**src/rtl/tbt_pkg.sv**
```systemverilog
// Shared types and constants for the thermistor beta temperature block.
// No dependencies; imported by every module of the block.
package tbt_pkg;

   localparam int DIV_W = 58;
   localparam int LOG_W = 25;
   localparam int MANT_W = 31;
   localparam int CMP_W = 11;
   localparam int DEF_ADC_FULL_SCALE = 1023;
   localparam int DEF_MAX_SAMPLES = 64;

   localparam logic [29:0] LN2_Q30 = 30'd744261118;
   localparam logic signed [17:0] TEMP_LOW = -18'sd27315;
   localparam logic signed [17:0] TEMP_HIGH = 18'sd100000;
   localparam logic [17:0] KELVIN_OFFSET = 18'd27315;
   localparam logic [57:0] TC_HIGH = 58'd127315;
   localparam logic [23:0] RES_MAX = 24'hFFFFFF;

   typedef enum logic [2:0] {
      REG_SAMPLE_COUNT = 3'd0,
      REG_SERIES       = 3'd1,
      REG_NOMINAL_RES  = 3'd2,
      REG_BETA         = 3'd3,
      REG_NOMINAL_TEMP = 3'd4
   } reg_index_type;

   typedef enum logic [1:0] {
      STATUS_OK    = 2'd0,
      STATUS_OPEN  = 2'd1,
      STATUS_SHORT = 2'd2
   } status_type;

   typedef enum logic [3:0] {
      S_IDLE, S_AVG, S_RES, S_LOGR, S_LOG0, S_LN, S_PROD, S_DEN, S_CHK, S_TDIV, S_OUT
   } state_type;

   typedef enum logic [1:0] {
      L_IDLE, L_NORM, L_SQ
   } log_state_type;

endpackage

```
**src/rtl/tbt_log2.sv**
```systemverilog
// Fixed-point log2 in Q20: normalize one bit a cycle, then 20 squaring rounds.
// Depends on tbt_pkg for widths and the unit state type.
module tbt_log2 (
   input  logic                       clock,
   input  logic                       reset,
   input  logic                       start,
   input  logic [tbt_pkg::MANT_W-1:0] x,
   output logic                       done,
   output logic [tbt_pkg::LOG_W-1:0]  result
);
   import tbt_pkg::*;

   log_state_type      state_ff, state_in;
   logic [MANT_W-1:0]  m_ff, m_in;
   logic [4:0]         k_ff, k_in, cnt_ff, cnt_in;
   logic [19:0]        frac_ff, frac_in;
   logic               done_ff, done_in;
   logic [61:0]        sq;

   always_ff @(posedge clock) begin
      if (reset) begin
         state_ff <= L_IDLE;
         done_ff  <= 1'b0;
      end else begin
         state_ff <= state_in;
         done_ff  <= done_in;
      end
      m_ff    <= m_in;
      k_ff    <= k_in;
      cnt_ff  <= cnt_in;
      frac_ff <= frac_in;
   end

   always_comb begin
      state_in = state_ff;
      m_in     = m_ff;
      k_in     = k_ff;
      cnt_in   = cnt_ff;
      frac_in  = frac_ff;
      done_in  = 1'b0;
      sq       = 62'(m_ff) * 62'(m_ff);
      unique case (state_ff)
         L_IDLE: begin
            if (start) begin
               m_in     = x;
               k_in     = 5'd30;
               frac_in  = '0;
               cnt_in   = 5'd20;
               state_in = L_NORM;
            end
         end
         L_NORM: begin
            if (m_ff[MANT_W-1]) begin
               state_in = L_SQ;
            end else begin
               m_in = {m_ff[MANT_W-2:0], 1'b0};
               k_in = k_ff - 1'b1;
            end
         end
         L_SQ: begin
            if (sq[61]) begin
               m_in    = sq[61:31];
               frac_in = {frac_ff[18:0], 1'b1};
            end else begin
               m_in    = sq[60:30];
               frac_in = {frac_ff[18:0], 1'b0};
            end
            cnt_in = cnt_ff - 1'b1;
            if (cnt_ff == 5'd1) begin
               state_in = L_IDLE;
               done_in  = 1'b1;
            end
         end
         default: state_in = L_IDLE;
      endcase
   end

   assign done   = done_ff;
   assign result = {k_ff, frac_ff};

endmodule

```
**config.mk**
```make
export PLATFORM = sky130hd
export DESIGN_NAME = tbt_log2
export DESIGN_NICKNAME = d
export VERILOG_FILES = /design/src/rtl/tbt_pkg.sv /design/src/rtl/tbt_log2.sv
export SDC_FILE = /design/constraint.sdc
export NUM_CORES = 2
export LEC_CHECK = 0
export BUFFER_PORTS_ARGS = -buffer_cell sky130_fd_sc_hd__buf_2
export CAP_MARGIN = 5
export CELL_PAD_IN_SITES_DETAIL_PLACEMENT = 0
export CELL_PAD_IN_SITES_GLOBAL_PLACEMENT = 1
export CORE_UTILIZATION = 40
export CTS_BUF_LIST = sky130_fd_sc_hd__clkbuf_4
export CTS_CLUSTER_DIAMETER = 150
export DETAILED_ROUTE_END_ITERATION = 10
export PLACE_DENSITY = 0.65
export SLEW_MARGIN = 15
export SYNTH_ARGS = -nofsm -noshare
export SYNTH_HDL_FRONTEND = slang
export SYNTH_SLANG_ARGS = --single-unit
export TNS_END_PERCENT = 30
```
**constraint.sdc**
```tcl
create_clock -name clock -period 17.7 [get_ports clock]
set_clock_uncertainty 0.1 [all_clocks]
set_input_delay 0.885 -clock clock [delete_from_list [all_inputs] [get_ports clock]]
set_output_delay 0.885 -clock clock [all_outputs]
set_load 0.01 [all_outputs]
```
Word level (Yosys, flattened, before mapping) --
Index checks and enable logic that the tools add are counted.
Storage, ports and cells: output and inout port bits 26, input bits 34, word-level logic and storage cells 45, register bits 64
Operators by class: mux-type cells 17, reductions and logical operators 10, $add $sub $neg 2, bitwise operators 1, multipliers 1, equal/unequal tests 7
Operators by type and width (count):
- $mux W31 | 3
- $pmux W31 S3 | 1
- $mul A31 B31 Y62 | 1
- $pmux W20 S2 | 1
- $mux W20 | 1
- $pmux W5 S2 | 2
- $mux W5 | 3
- $sub A5 B1 Y5 const B | 2
- $reduce_and A3 Y1 | 3
- $ne A2 B2 Y1 const B | 4
- $mux W2 | 3
- $pmux W2 S3 | 1
- $eq A5 B1 Y1 const B | 1
- $reduce_and A2 Y1 | 2
- $reduce_bool A2 Y1 | 2
- $reduce_bool A3 Y1 | 1
- $eq A2 B1 Y1 const B | 1
- $eq A2 B2 Y1 const B | 1
- $logic_not A2 Y1 | 1
- $mux W1 | 2
- $reduce_or A2 Y1 | 1
- $not A1 Y1 | 1

Longest topological paths before layout --
depth in word-level cells 3, gate-level depth with buffers 30, depth with buffers taken out 26

Worst setup path after synthesis --
No wires, ideal clock.
path type reg-to-reg, start reg m_ff[4], end reg m_ff[16] (data pin), arrival 7302 ps, required time 17339 ps, period minus slack after synthesis 7663 ps, library setup time 261 ps, stages on the path, launching flop included 29, path buffers 4, path slack 10037 ps, cell sequence edfxtp_1 -> clkbuf_1 -> clkbuf_1 -> nand2_1 -> fa_1 -> inv_1 -> fa_1 -> fa_1 -> inv_1 -> fa_1 -> inv_1 -> fa_1 -> fa_1 -> fa_1 -> inv_1 -> fa_1 -> inv_1 -> ha_1 -> buf_2 -> nand4_1 -> nor3_1 -> a211oi_1 -> o31ai_1 -> nand2_1 -> o21ai_4 -> xor2_4 -> buf_6 -> mux2i_1 -> a221o_1
Between the ends: word-level cells in the longest chain between the ends 3
RTL lines:
- start: declaration | RTL line tbt_log2.sv:14 | logic [MANT_W-1:0] m_ff, m_in;
- start signal: assignment | RTL line tbt_log2.sv:28 | m_ff <= m_in;
- $mul A31 B31 Y62 | RTL line tbt_log2.sv:41 | sq = 62'(m_ff) * 62'(m_ff);
- $mux W31 | RTL line tbt_log2.sv:61 | if (sq[61]) begin
- $pmux W31 S3 | RTL line tbt_log2.sv:42 | unique case (state_ff)
- named net m_in[16] | RTL line tbt_log2.sv:14
The timed path passes the listed nets, and every way through them passes these cells. A chain may end at the register's enable or synchronous reset.

Worst setup path after layout --
start reg m_ff[14], end reg m_ff[20] (data pin)
Same word-level chain as after synthesis.

==> reports/metrics.cfg <==
[yosys]
synth-seq-cells = 64
synthSimpleGateAreaFrac_pct = 11.39
ys_warn_count = 0
ys_top_cells_by_area = fa_1, inv_1, ha_1
synth-edff-count = 61
synth_mux_area_share_pct = 0.8682
synth_flop_cell = edfxtp_1
synth_compound_area_share_pct = 6.053
syn_nets = 4266
synth-adder-area-share_pct = 60.49
synth_top_family_by_area = adder cells
synth_top_area_share_pct = 49.18
synth_xor_area_share_pct = 1.848
synth.distinct_cells = 71
async_flop_share_pct = 0
yosysSeqAreaShare_pct = 6.221
synth.cell_area_mm2 = 0.03041
postSynthAreaPerCell_um2 = 9.473
synth_cells = 3210
yosys.area.top_type = fa_1

[timing]
setup_tns_ps = 0
hold_viol = 0
timing.final.crit_share_pct = 52.88
layout_min_cycle_time_ps = 9360
rsz0062_at_grt = no
setup_viol = 0
fmax_mhz = 106.8
slew_headroom_pct = 25.19
tightestPinTransition_ps = 1122
drv_slew = 0

[final_layout]
nNetsFinal = 4243
final_common_cell = inv_1
fill_cells = 7399
drive_above_1_share_pct = 4.419
final_cell_mix = inv_1, fa_1, nand2_1
area.growth.synth_to_final_pct = 4.534

[worst_setup_path]
worstSetupPathDepth = 23
cp_top_family = adder cells
path_cells = buf_4 -> inv_1 -> nor2_1 -> fa_1 -> fa_1 -> fa_1 -> inv_1 -> fa_1 -> inv_1 -> fa_1 -> fa_1 -> fa_1 -> fa_1 -> ha_1 -> o21ai_0 -> a21oi_1 -> nand2_1 -> o2111ai_2 -> a211oi_2 -> o21ai_4 -> xor2_4 -> nand2_1 -> o221ai_1
cp_slowest_cell = edfxtp_1
required_ps = 17860
arrival_ps = 9520
crit_type = reg -> reg
critPathMostFrequentCell = fa_1
reg2regPathDepth = 23
slowest_delay_ps = 860
cp_num_buf_inv = 4
endpoint_kind = register
path_max_fanout = 24
start_kind = register

[placement]
io_buffers = 59
dpl.hpwl_um = 69780
gp_congestion = 0.8890

[clocking]
cts_sinks = 64
tritoncts = done
cts-htree-levels = 3
path_clk_slew_ps = 120
hold_buffers = 0
clockRootBuffer = clkbuf_4
postCtsSetupRepairBufs = 0
clkLatencyLatePin_ps = 440
cts-buffers-inserted = 9
cts_buffer_depth = 2
cts_resized = 0

[route]
dr.pass1.iters = 5
drtIter0Drc = 985
wl_per_cell_um = 20.43
wirelength_um = 85000
vias = 21010
antenna_left = 0
drc = 0
vias_per_cell = 5.049

[run]
drv_cap = 0

[global_route]
antenna_found_initial = 1
grt_pass1_wl_um = 136200
grt_max_degree = 36
grt_overflow = 0
grt_usage_pct = 22.97
grt_pass1_vias = 24140

[die]
initial_core_util_pct = 40.64
ios = 60
die_w_um = 277.7
dieArea_mm2 = 0.07713
core_area_mm2 = 0.07482
die_h_um = 277.7
rows = 100

[outcome]
status = complete, no violations

[min_path]
hold_depth = 2
hold_class = reg -> reg

## logic make-up after synthesis
logic type | count (synthesis)
AOI/OAI and AO/OA | 272
xor gates and xnor gates | 62
adders and majority gates | 1022
buffers and inverters | 1055
DFF | 64
muxes | 26
and+or+nand+nor | 709
## flip-flops by register name, summed over array words and instances (netlist names)
| name | cells |
|---|---|
| m_ff | 31 |
| state_ff | 2 |
| cnt_ff | 5 |
| frac_ff | 20 |
| k_ff | 5 |
| done | 1 |
## worst register-to-register path, stage by stage, from the launching register on
cell	delay, ps
edfxtp_1	860
buf_4	450
inv_1	240
nor2_1	300
fa_1	470
fa_1	430
fa_1	540
inv_1	50
fa_1	470
inv_1	50
fa_1	480
fa_1	570
fa_1	440
fa_1	490
ha_1	370
o21ai_0	320
a21oi_1	120
nand2_1	90
o2111ai_2	210
a211oi_2	520
o21ai_4	150
xor2_4	740
nand2_1	410
o221ai_1	290
## layout make-up
type / count / area, um^2 / area share (%)
repair buffers: 94 / 558.0 / 1.756
inverters: 927 / 3480 / 10.95
clock inverters: 6 / 37.54 / 0.1181
diodes: 1 / 2.502 / 0.007872
multi-input cells: 2091 / 24540 / 77.19
clock buffers: 9 / 67.56 / 0.2126
flip-flops and latches: 64 / 1892 / 5.952
well taps: 969 / 1212 / 3.814
## cell usage after synthesis, types with 27 or more instances
cell and n:
a21oi_1 84, and2_1 212, clkbuf_1 109, edfxtp_1 61, fa_1 747, ha_1 275
inv_1 927, nand2_1 318, nor2_1 69, o21ai_0 40, xnor2_1 34, xor2_1 27
## worst paths after layout
check / slack [ps] / start / to
max: 8340 / m_ff[14] / m_ff[20]
min: 460 / state_ff[1] / state_ff[1]
max reg2reg: 8340 / m_ff[14] / m_ff[20]
min reg2reg: 460 / state_ff[1] / state_ff[1]
## layer usage
layer  wire length [um]  part of all wire (%)  up-vias  track usage (%)
met3               2966                   3.5       89            1.230
met1              35720                    42    10970            30.13
met2              44260                    52      488            41.60
met5                  0                     0        -                0
li1                   -                     -     9464                -
met4               2061                   2.4        0            5.171
## through the flow
| stage | cells | cell area, um^2 | hold slack, ps | setup slack, ps | util (%) |
|---|---|---|---|---|---|
| final | 4161 | 31790 | 464.0 | 8340 | 42.48 |
| after global routing | 4160 | 31780 | 487.2 | 7875 | 42.48 |
| after CTS | 4160 | 31780 | 464.8 | 8330 | 42.48 |
| after detailed placement | 4145 | 31680 | 440.5 | 8422 | 42.34 |
| after global placement | 4145 | 31680 | 431.5 | 8558 | 42.34 |
| after floorplan | 3210 | 30410 | 413.6 | 10040 | - |
Power is left out: the tool's default activity adds up to more than one toggle a clock period on the data nets, which glitch-free logic cannot reach.
