<file path="src/rtl/tbt_pkg.sv">
// Shared types and constants for the thermistor beta temperature block.
// No dependencies; imported by every module of the block.
package tbt_pkg;

   localparam int DIV_W = 58;
   localparam int LOG_W = 25;
   localparam int MANT_W = 31;
   localparam int CMP_W = 11;
   localparam int DEF_ADC_FULL_SCALE = 1023;
   localparam int DEF_MAX_SAMPLES = 64;

   localparam logic [29:0] LN2_Q30 = 30'd744261118;
   localparam logic signed [17:0] TEMP_LOW = -18'sd27315;
   localparam logic signed [17:0] TEMP_HIGH = 18'sd100000;
   localparam logic [17:0] KELVIN_OFFSET = 18'd27315;
   localparam logic [57:0] TC_HIGH = 58'd127315;
   localparam logic [23:0] RES_MAX = 24'hFFFFFF;

   typedef enum logic [2:0] {
      REG_SAMPLE_COUNT = 3'd0,
      REG_SERIES       = 3'd1,
      REG_NOMINAL_RES  = 3'd2,
      REG_BETA         = 3'd3,
      REG_NOMINAL_TEMP = 3'd4
   } reg_index_type;

   typedef enum logic [1:0] {
      STATUS_OK    = 2'd0,
      STATUS_OPEN  = 2'd1,
      STATUS_SHORT = 2'd2
   } status_type;

   typedef enum logic [3:0] {
      S_IDLE, S_AVG, S_RES, S_LOGR, S_LOG0, S_LN, S_PROD, S_DEN, S_CHK, S_TDIV, S_OUT
   } state_type;

   typedef enum logic [1:0] {
      L_IDLE, L_NORM, L_SQ
   } log_state_type;

endpackage

</file>
<file path="src/rtl/tbt_div.sv">
// Restoring unsigned divider, one quotient bit per cycle.
// Depends on tbt_pkg for the datapath width.
module tbt_div (
   input  logic                      clock,
   input  logic                      reset,
   input  logic                      start,
   input  logic [tbt_pkg::DIV_W-1:0] dividend,
   input  logic [tbt_pkg::DIV_W-1:0] divisor,
   output logic                      done,
   output logic [tbt_pkg::DIV_W-1:0] quotient
);
   import tbt_pkg::*;

   localparam int CW = $clog2(DIV_W + 1);

   logic [DIV_W:0]   rem_ff, rem_in, shifted;
   logic [DIV_W-1:0] quo_ff, quo_in, dsr_ff, dsr_in;
   logic [CW-1:0]    cnt_ff, cnt_in;
   logic             busy_ff, busy_in, done_ff, done_in;

   always_ff @(posedge clock) begin
      if (reset) begin
         busy_ff <= 1'b0;
         done_ff <= 1'b0;
         cnt_ff  <= '0;
      end else begin
         busy_ff <= busy_in;
         done_ff <= done_in;
         cnt_ff  <= cnt_in;
      end
      rem_ff <= rem_in;
      quo_ff <= quo_in;
      dsr_ff <= dsr_in;
   end

   always_comb begin
      rem_in  = rem_ff;
      quo_in  = quo_ff;
      dsr_in  = dsr_ff;
      cnt_in  = cnt_ff;
      busy_in = busy_ff;
      done_in = 1'b0;
      shifted = {rem_ff[DIV_W-1:0], quo_ff[DIV_W-1]};
      if (start) begin
         rem_in  = '0;
         quo_in  = dividend;
         dsr_in  = divisor;
         cnt_in  = CW'(DIV_W);
         busy_in = 1'b1;
      end else if (busy_ff) begin
         if (shifted >= {1'b0, dsr_ff}) begin
            rem_in = shifted - {1'b0, dsr_ff};
            quo_in = {quo_ff[DIV_W-2:0], 1'b1};
         end else begin
            rem_in = shifted;
            quo_in = {quo_ff[DIV_W-2:0], 1'b0};
         end
         cnt_in = cnt_ff - 1'b1;
         if (cnt_ff == CW'(1)) begin
            busy_in = 1'b0;
            done_in = 1'b1;
         end
      end
   end

   assign done     = done_ff;
   assign quotient = quo_ff;

endmodule

</file>
<file path="config.mk">
export PLATFORM = sky130hd
export DESIGN_NAME = tbt_div
export DESIGN_NICKNAME = d
export VERILOG_FILES = /design/src/rtl/tbt_pkg.sv /design/src/rtl/tbt_div.sv
export SDC_FILE = /design/constraint.sdc
export NUM_CORES = 1
export LEC_CHECK = 0
export BUFFER_PORTS_ARGS = -buffer_cell sky130_fd_sc_hd__buf_2
export CAP_MARGIN = 15
export CORE_MARGIN = 1
export CORE_UTILIZATION = 52
export CTS_CLUSTER_SIZE = 24
export DETAILED_ROUTE_END_ITERATION = 6
export PLACE_DENSITY_LB_ADDON = 0.12
export SLEW_MARGIN = 20
export SYNTH_ARGS = -nofsm -noshare
export SYNTH_HDL_FRONTEND = slang
export SYNTH_SLANG_ARGS = --single-unit
</file>
<file path="constraint.sdc">
create_clock -name clock -period 3.5 [get_ports clock]
set_clock_uncertainty 0.1 [all_clocks]
set_input_delay 0.35 -clock clock [delete_from_list [all_inputs] [get_ports clock]]
set_output_delay 0.35 -clock clock [all_outputs]
set_load 0.01 [all_outputs]
</file>
**After elaboration in Yosys (flattened, before gate mapping)**

Cells that the tools add are included.

- Add/sub/neg operators: 2
- Magnitude comparators: 1
- Equality and inequality tests: 1
- Muxes and demuxes: 10
- Bitwise gates (word level): 1
- Reduce and logical (&&, ||, !) cells: 3

Operators by type and width:

| cell | count |
|---|---|
| 58-bit 2-to-1 mux | 3 |
| 59-bit by 58-bit greater-or-equal comparator with 1-bit output | 1 |
| 58-bit subtractor | 1 |
| 6-bit 2-to-1 mux | 2 |
| 6-bit by 1-bit == test with 1-bit output, second input constant | 1 |
| 6-bit by 1-bit subtractor with 6-bit output, second input constant | 1 |
| 1-bit 2-to-1 mux | 5 |
| 3-bit OR reduction | 1 |
| 2-bit nonzero test | 1 |
| 2-bit OR reduction | 1 |
| 1-bit inverter | 1 |

- Bits in registers: 182
- Bits of input ports: 119
- Output and inout bits: 59
- Word-level logic and storage cells: 25

**Depth between registers and ports, before layout**

- Depth in word-level cells: 4
- Depth in mapped cells: 15
- Gate-level depth less buffers: 14

**Worst setup path before layout**

Ideal clock, no wire load.

- Kind: reg2reg
- From: register quo_ff[57] (netlist: quotient[57])
- To: register rem_ff[42]
- Library setup time: 0.126 ns
- Arrival: 3.173 ns
- Path slack: 0.101 ns
- Stages on the path, launching flop included: 15
- Path through: edfxtp_1 inv_1 ha_1 inv_1 fa_1 a21oi_1 o221ai_1 nand4_1 o211ai_1 or3b_2 a311oi_1 o21bai_1 a21oi_1 xor2_1 o21ai_0

- Longest elaborated chain between the ends: 2
- Elaborated cells between the ends (all ways): 3
- Classes of those cells: 1 x add/sub; 1 x order compare; 1 x mux

RTL lines:

| element | RTL line | text |
|---|---|---|
| from (decl) | tbt_div.sv:17 | `logic [DIV_W-1:0] quo_ff, quo_in, dsr_ff, dsr_in;` |
| from (signal assigned) | tbt_div.sv:32 | `quo_ff <= quo_in;` |
| 58-bit subtractor / 59-bit by 58-bit greater-or-equal comparator with 1-bit output (equally long branches) | tbt_div.sv:52, tbt_div.sv:51 |  |
| 58-bit 2-to-1 mux (*) | tbt_div.sv:51 | `if (shifted >= {1'b0, dsr_ff}) begin` |
| to (signal assigned) | tbt_div.sv:31 | `rem_ff <= rem_in;` |
| to (decl) | tbt_div.sv:16 | `logic [DIV_W:0] rem_ff, rem_in, shifted;` |

Mark *: on every way between the ends. The rest lies on a longest branch, timed or not.
A chain may end at the register's enable or synchronous reset.

**Worst setup path after layout**

- From: register dsr_ff[23]
- To: register rem_ff[50]

- Longest elaborated chain between the ends: 2
- Elaborated cells between the ends (all ways): 3
- Classes of those cells: 1 x add/sub; 1 x order compare; 1 x mux

RTL lines:

| element | RTL line | text |
|---|---|---|
| from (decl) | tbt_div.sv:17 |  |
| from (signal assigned) | tbt_div.sv:33 | `dsr_ff <= dsr_in;` |
| 58-bit subtractor / 59-bit by 58-bit greater-or-equal comparator with 1-bit output (equally long branches) | tbt_div.sv:52, tbt_div.sv:51 |  |
| 58-bit 2-to-1 mux (*) | tbt_div.sv:51 |  |

Marks and branches as above.

==> results.py <==
metrics = {
    "cells_and_area": {
        "final_util_pct": 66.1,
        "area_growth_pct": 24.7,
        "n_antenna_cell": 0,
        "nNetsFinal": 1515,
        "drive_gt1_share_pct": 25.6,
    },
    "power": {
        "powerDensity_nw_per_um2": 448,
        "p_leak_nw": 5.56,
        "p_int_mw": 4.12,
        "finalPower_mw": 5.98,
        "power_switching_mw": 1.87,
        "comb_power_share_pct": 24.7,
        "p_clk_share_pct": 32.1,
        "peakVddDrop_v": 0.000339,
        "swShare_pct": 31.2,
        "seqPwrFrac_pct": 43.2,
    },
    "placement": {
        "dpl.hpwl_um": 19200,
        "portBuffers": 177,
        "gp_congestion": 0.897,
        "pre_cts_ws_ns": 0.0364,
    },
    "worst_setup_path": {
        "cpPeakStageDelay_ns": 0.47,
        "cp_top_family": "compound AO/OA/AOI/OAI gates",
        "arrival_ns": 3.55,
        "r2r.worst_path.cells": 14,
        "startpoint_type": "flop",
        "cp.required_ns": 3.73,
        "regToRegSetupSlack_ns": 0.18,
        "crit_chain": "inv_1, ha_1, buf_4, a21oi_1, o21bai_1, a21oi_1, o221a_2, or3b_2, a311oi_2, buf_4, o21a_2, o21ai_0, xnor2_1, o21ai_1",
        "worst-setup-path-type": "flop to flop",
        "timing.rr.end": "rem_ff[50]$_SDFFE_PP0P_",
        "cp_num_cells": 14,
        "r2r-start": "dsr_ff[23]$_DFFE_PP_",
        "cpMaxStageDelayCell": "or3b_2",
        "worst-path-max-fanout": 4,
        "crit_buf_inv": 3,
        "cp-end-kind": "flop",
    },
    "clock_tree": {
        "cts_buffers": 17,
        "h-tree-depth": 4,
        "clock_sinks": 182,
        "clock_latency_ns": 0.44,
        "cts-root-buf": "clkbuf_16",
        "cts_tree": "built",
        "path_clk_slew_ns": 0.07,
        "cts_buffer_depth": 2,
    },
    "global_routing": {
        "grtUsageTotal_pct": 25.4,
        "grt_remaining_overflow": 0,
        "antenna_found_initial": 0,
        "grt_pass1_wl_um": 42900,
        "grt_pass1_vias": 8806,
        "grt_max_degree": 62,
    },
    "timing": {
        "fin_crit_sh_pct": 94.8,
        "finalSetupViolations": 0,
        "period_minus_slack_ns": 3.32,
        "relSlewSlack_pct": 54.9,
        "hold_viol": 0,
        "worst_pin_slew_ns": 0.671,
        "max_freq_ghz": 0.301,
        "slew_violations": 0,
        "fin_ws_ns": 0.182,
        "rsz0062_at_grt": "no",
        "tns_ns": 0,
    },
    "detailed_routing": {
        "wl_um": 26300,
        "drt_iter0_drc": 696,
        "detail-route-antenna-nets": 0,
        "drc": 1,
        "dr.pass1.iters": 7,
        "viasPerCell": 5.59,
        "num_vias": 9040,
        "wire_per_inst_um": 16.2,
    },
    "logic_synthesis": {
        "netlist_top_cells_area": "edfxtp_1, dfxtp_1, ha_1, mux2_2, a21oi_1",
        "syn_nets": 1269,
        "ys.flop_type": "edfxtp_1",
        "netlist_instances": 1089,
        "yosysTopAreaCell": "edfxtp_1",
        "yosys_register_bits": 182,
        "ys_async_sr_fraction_pct": 0,
        "synth.area.mux_share_pct": 9.28,
        "synth-adder-area-share_pct": 7.19,
        "postSynthAreaPerCell_um2": 9.85,
        "yosys.area_share.simple_pct": 11.7,
        "synth_top_family_by_area": "compound AO/OA/AOI/OAI gates",
        "yosys_warnings": 0,
        "syn-cell-area_um2": 10700,
        "synth_top_cell_area_share_pct": 32.5,
        "synth_common_cells": "edfxtp_1, a21oi_1, nand2_1",
        "synth-seq-area-share_pct": 44.8,
        "synth_compound_area_share_pct": 17.3,
        "synth.most_common_cell": "edfxtp_1",
        "post_synth_num_cell_types": 65,
        "synthXorXnorAreaFrac_pct": 4.57,
        "synth_edf_count": 116,
    },
    "floorplan": {
        "start_util_pct": 53.0,
        "chipHeight_um": 146,
        "num_rows": 52,
        "pin_count": 178,
        "die-area_um2": 21200,
        "die_w_um": 146,
        "core_um2": 20200,
    },
    "worst_hold_path": {
        "min_path_type": "input port to flop",
        "hold_end": "dsr_ff[1]$_DFFE_PP_",
        "min_from": "divisor[1]",
        "holdPathStages": 1,
    },
    "flow_run": {
        "max_cap_viol_count": 0,
    },
    "run_status": {
        "status": "complete, but fails checks",
        "failed_checks": "DRC",
    },
}
==> logic make-up (layout without fill, tap and decap cells) <==
| group | Yosys count | count (layout) |
|---|---|---|
| AOI/OAI and AO/OA | 289 | 289 |
| and+or+nand+nor | 269 | 269 |
| DFF | 182 | 182 |
| buffers and inverters | 140 | 399 |
| muxes | 92 | 92 |
| adders and majority gates | 61 | 61 |
| xor gates and xnor gates | 56 | 56 |
==> routing by layer <==
metal / GRT usage [%] / routed length (um) / vias up / part of all wire (%)
met4: 9.21 / 571 / 0 / 2.2
met3: 4.42 / 1290 / 40 / 4.9
met5: 0 / 0 / - / 0
met2: 43.7 / 12900 / 279 / 49
met1: 32.0 / 11500 / 4250 / 44
li1: - / - / 4471 / -
==> how the worst max path moves through the flow <==
stage / slack (ns) / from / to
after floorplan: 0.10 / quotient[57]$_DFFE_PP_ / rem_ff[42]$_SDFFE_PP0P_
after global placement: 0.07 / quotient[57]$_DFFE_PP_ / rem_ff[42]$_SDFFE_PP0P_
after detailed placement: 0.04 / quotient[57]$_DFFE_PP_ / rem_ff[50]$_SDFFE_PP0P_
after CTS: 0.008 / quotient[57]$_DFFE_PP_ / rem_ff[16]$_SDFFE_PP0P_
after global routing: 0.0007 / quotient[57]$_DFFE_PP_ / rem_ff[42]$_SDFFE_PP0P_
final: 0.18 / dsr_ff[23]$_DFFE_PP_ / rem_ff[50]$_SDFFE_PP0P_
==> worst register-to-register path: cells and delay by family (launching register included) <==
kind                     cells  cell delay, ns
XOR/XNOR                     1            0.16
buffers and inverters        3            0.46
AO/OA/AOI/OAI                8            1.35
adder cells (fa/ha/maj)      1            0.29
flip-flops                   1            0.38
AND/OR/NAND/NOR              1            0.47
==> placed cells by master (no fill, tap or decap), types with 57 or more instances in the layout <==
cell type  instances
ha_1              57
edfxtp_1         116
dfxtp_1           65
inv_1             79
a21oi_1           80
nor2_1            80
buf_2            176
nand2_1           81
o21ai_0           62
mux2_2            59
==> state kept, by name, indices dropped and copies added, names as in the netlist <==
register / cells
rem_ff: 58
quotient: 58
cnt_ff: 6
done: 1
dsr_ff: 58
busy_ff: 1
==> area by class of cell <==
cell class	count	area, um2
fillers	1679	6870
multi-input cells	767	5420
flip-flops and latches	182	4810
repair buffers	286	1910
clock buffers	17	425
well taps	270	338
inverters	81	304
clock inverters	15	168
==> metrics by stage <==
stage	cells	instance area (um2)	hold slack [ns]
floorplan	1089	10700	0.348
detailed placement	1526	12100	0.374
finish	1618	13400	0.0252
CTS	1614	13300	0.0156
global route	1618	13400	0.0107
global placement	1526	12100	0.381
==> power groups by stage <==
| stage | Sequential [mW] | Clock, mW | Combinational [mW] |
|---|---|---|---|
| after floorplan | 2.65 | 0 | 0.913 |
| after global placement | 2.62 | 0 | 1.38 |
| after detailed placement | 2.63 | 0 | 1.39 |
| after CTS | 2.58 | 1.96 | 1.45 |
| after global routing | 2.61 | 2.04 | 1.63 |
| final | 2.58 | 1.92 | 1.48 |
==> timing repair <==
item / in CTS / in global routing
hold buffers: 56 / 0
pin swaps: 0 / 3
buffers inserted: 0 / 4
hold endpoints to repair: 56 / 0
gates resized for setup: 2 / 17
setup endpoints to repair: 3 / 59
Power figures use the tool's default switching activity.
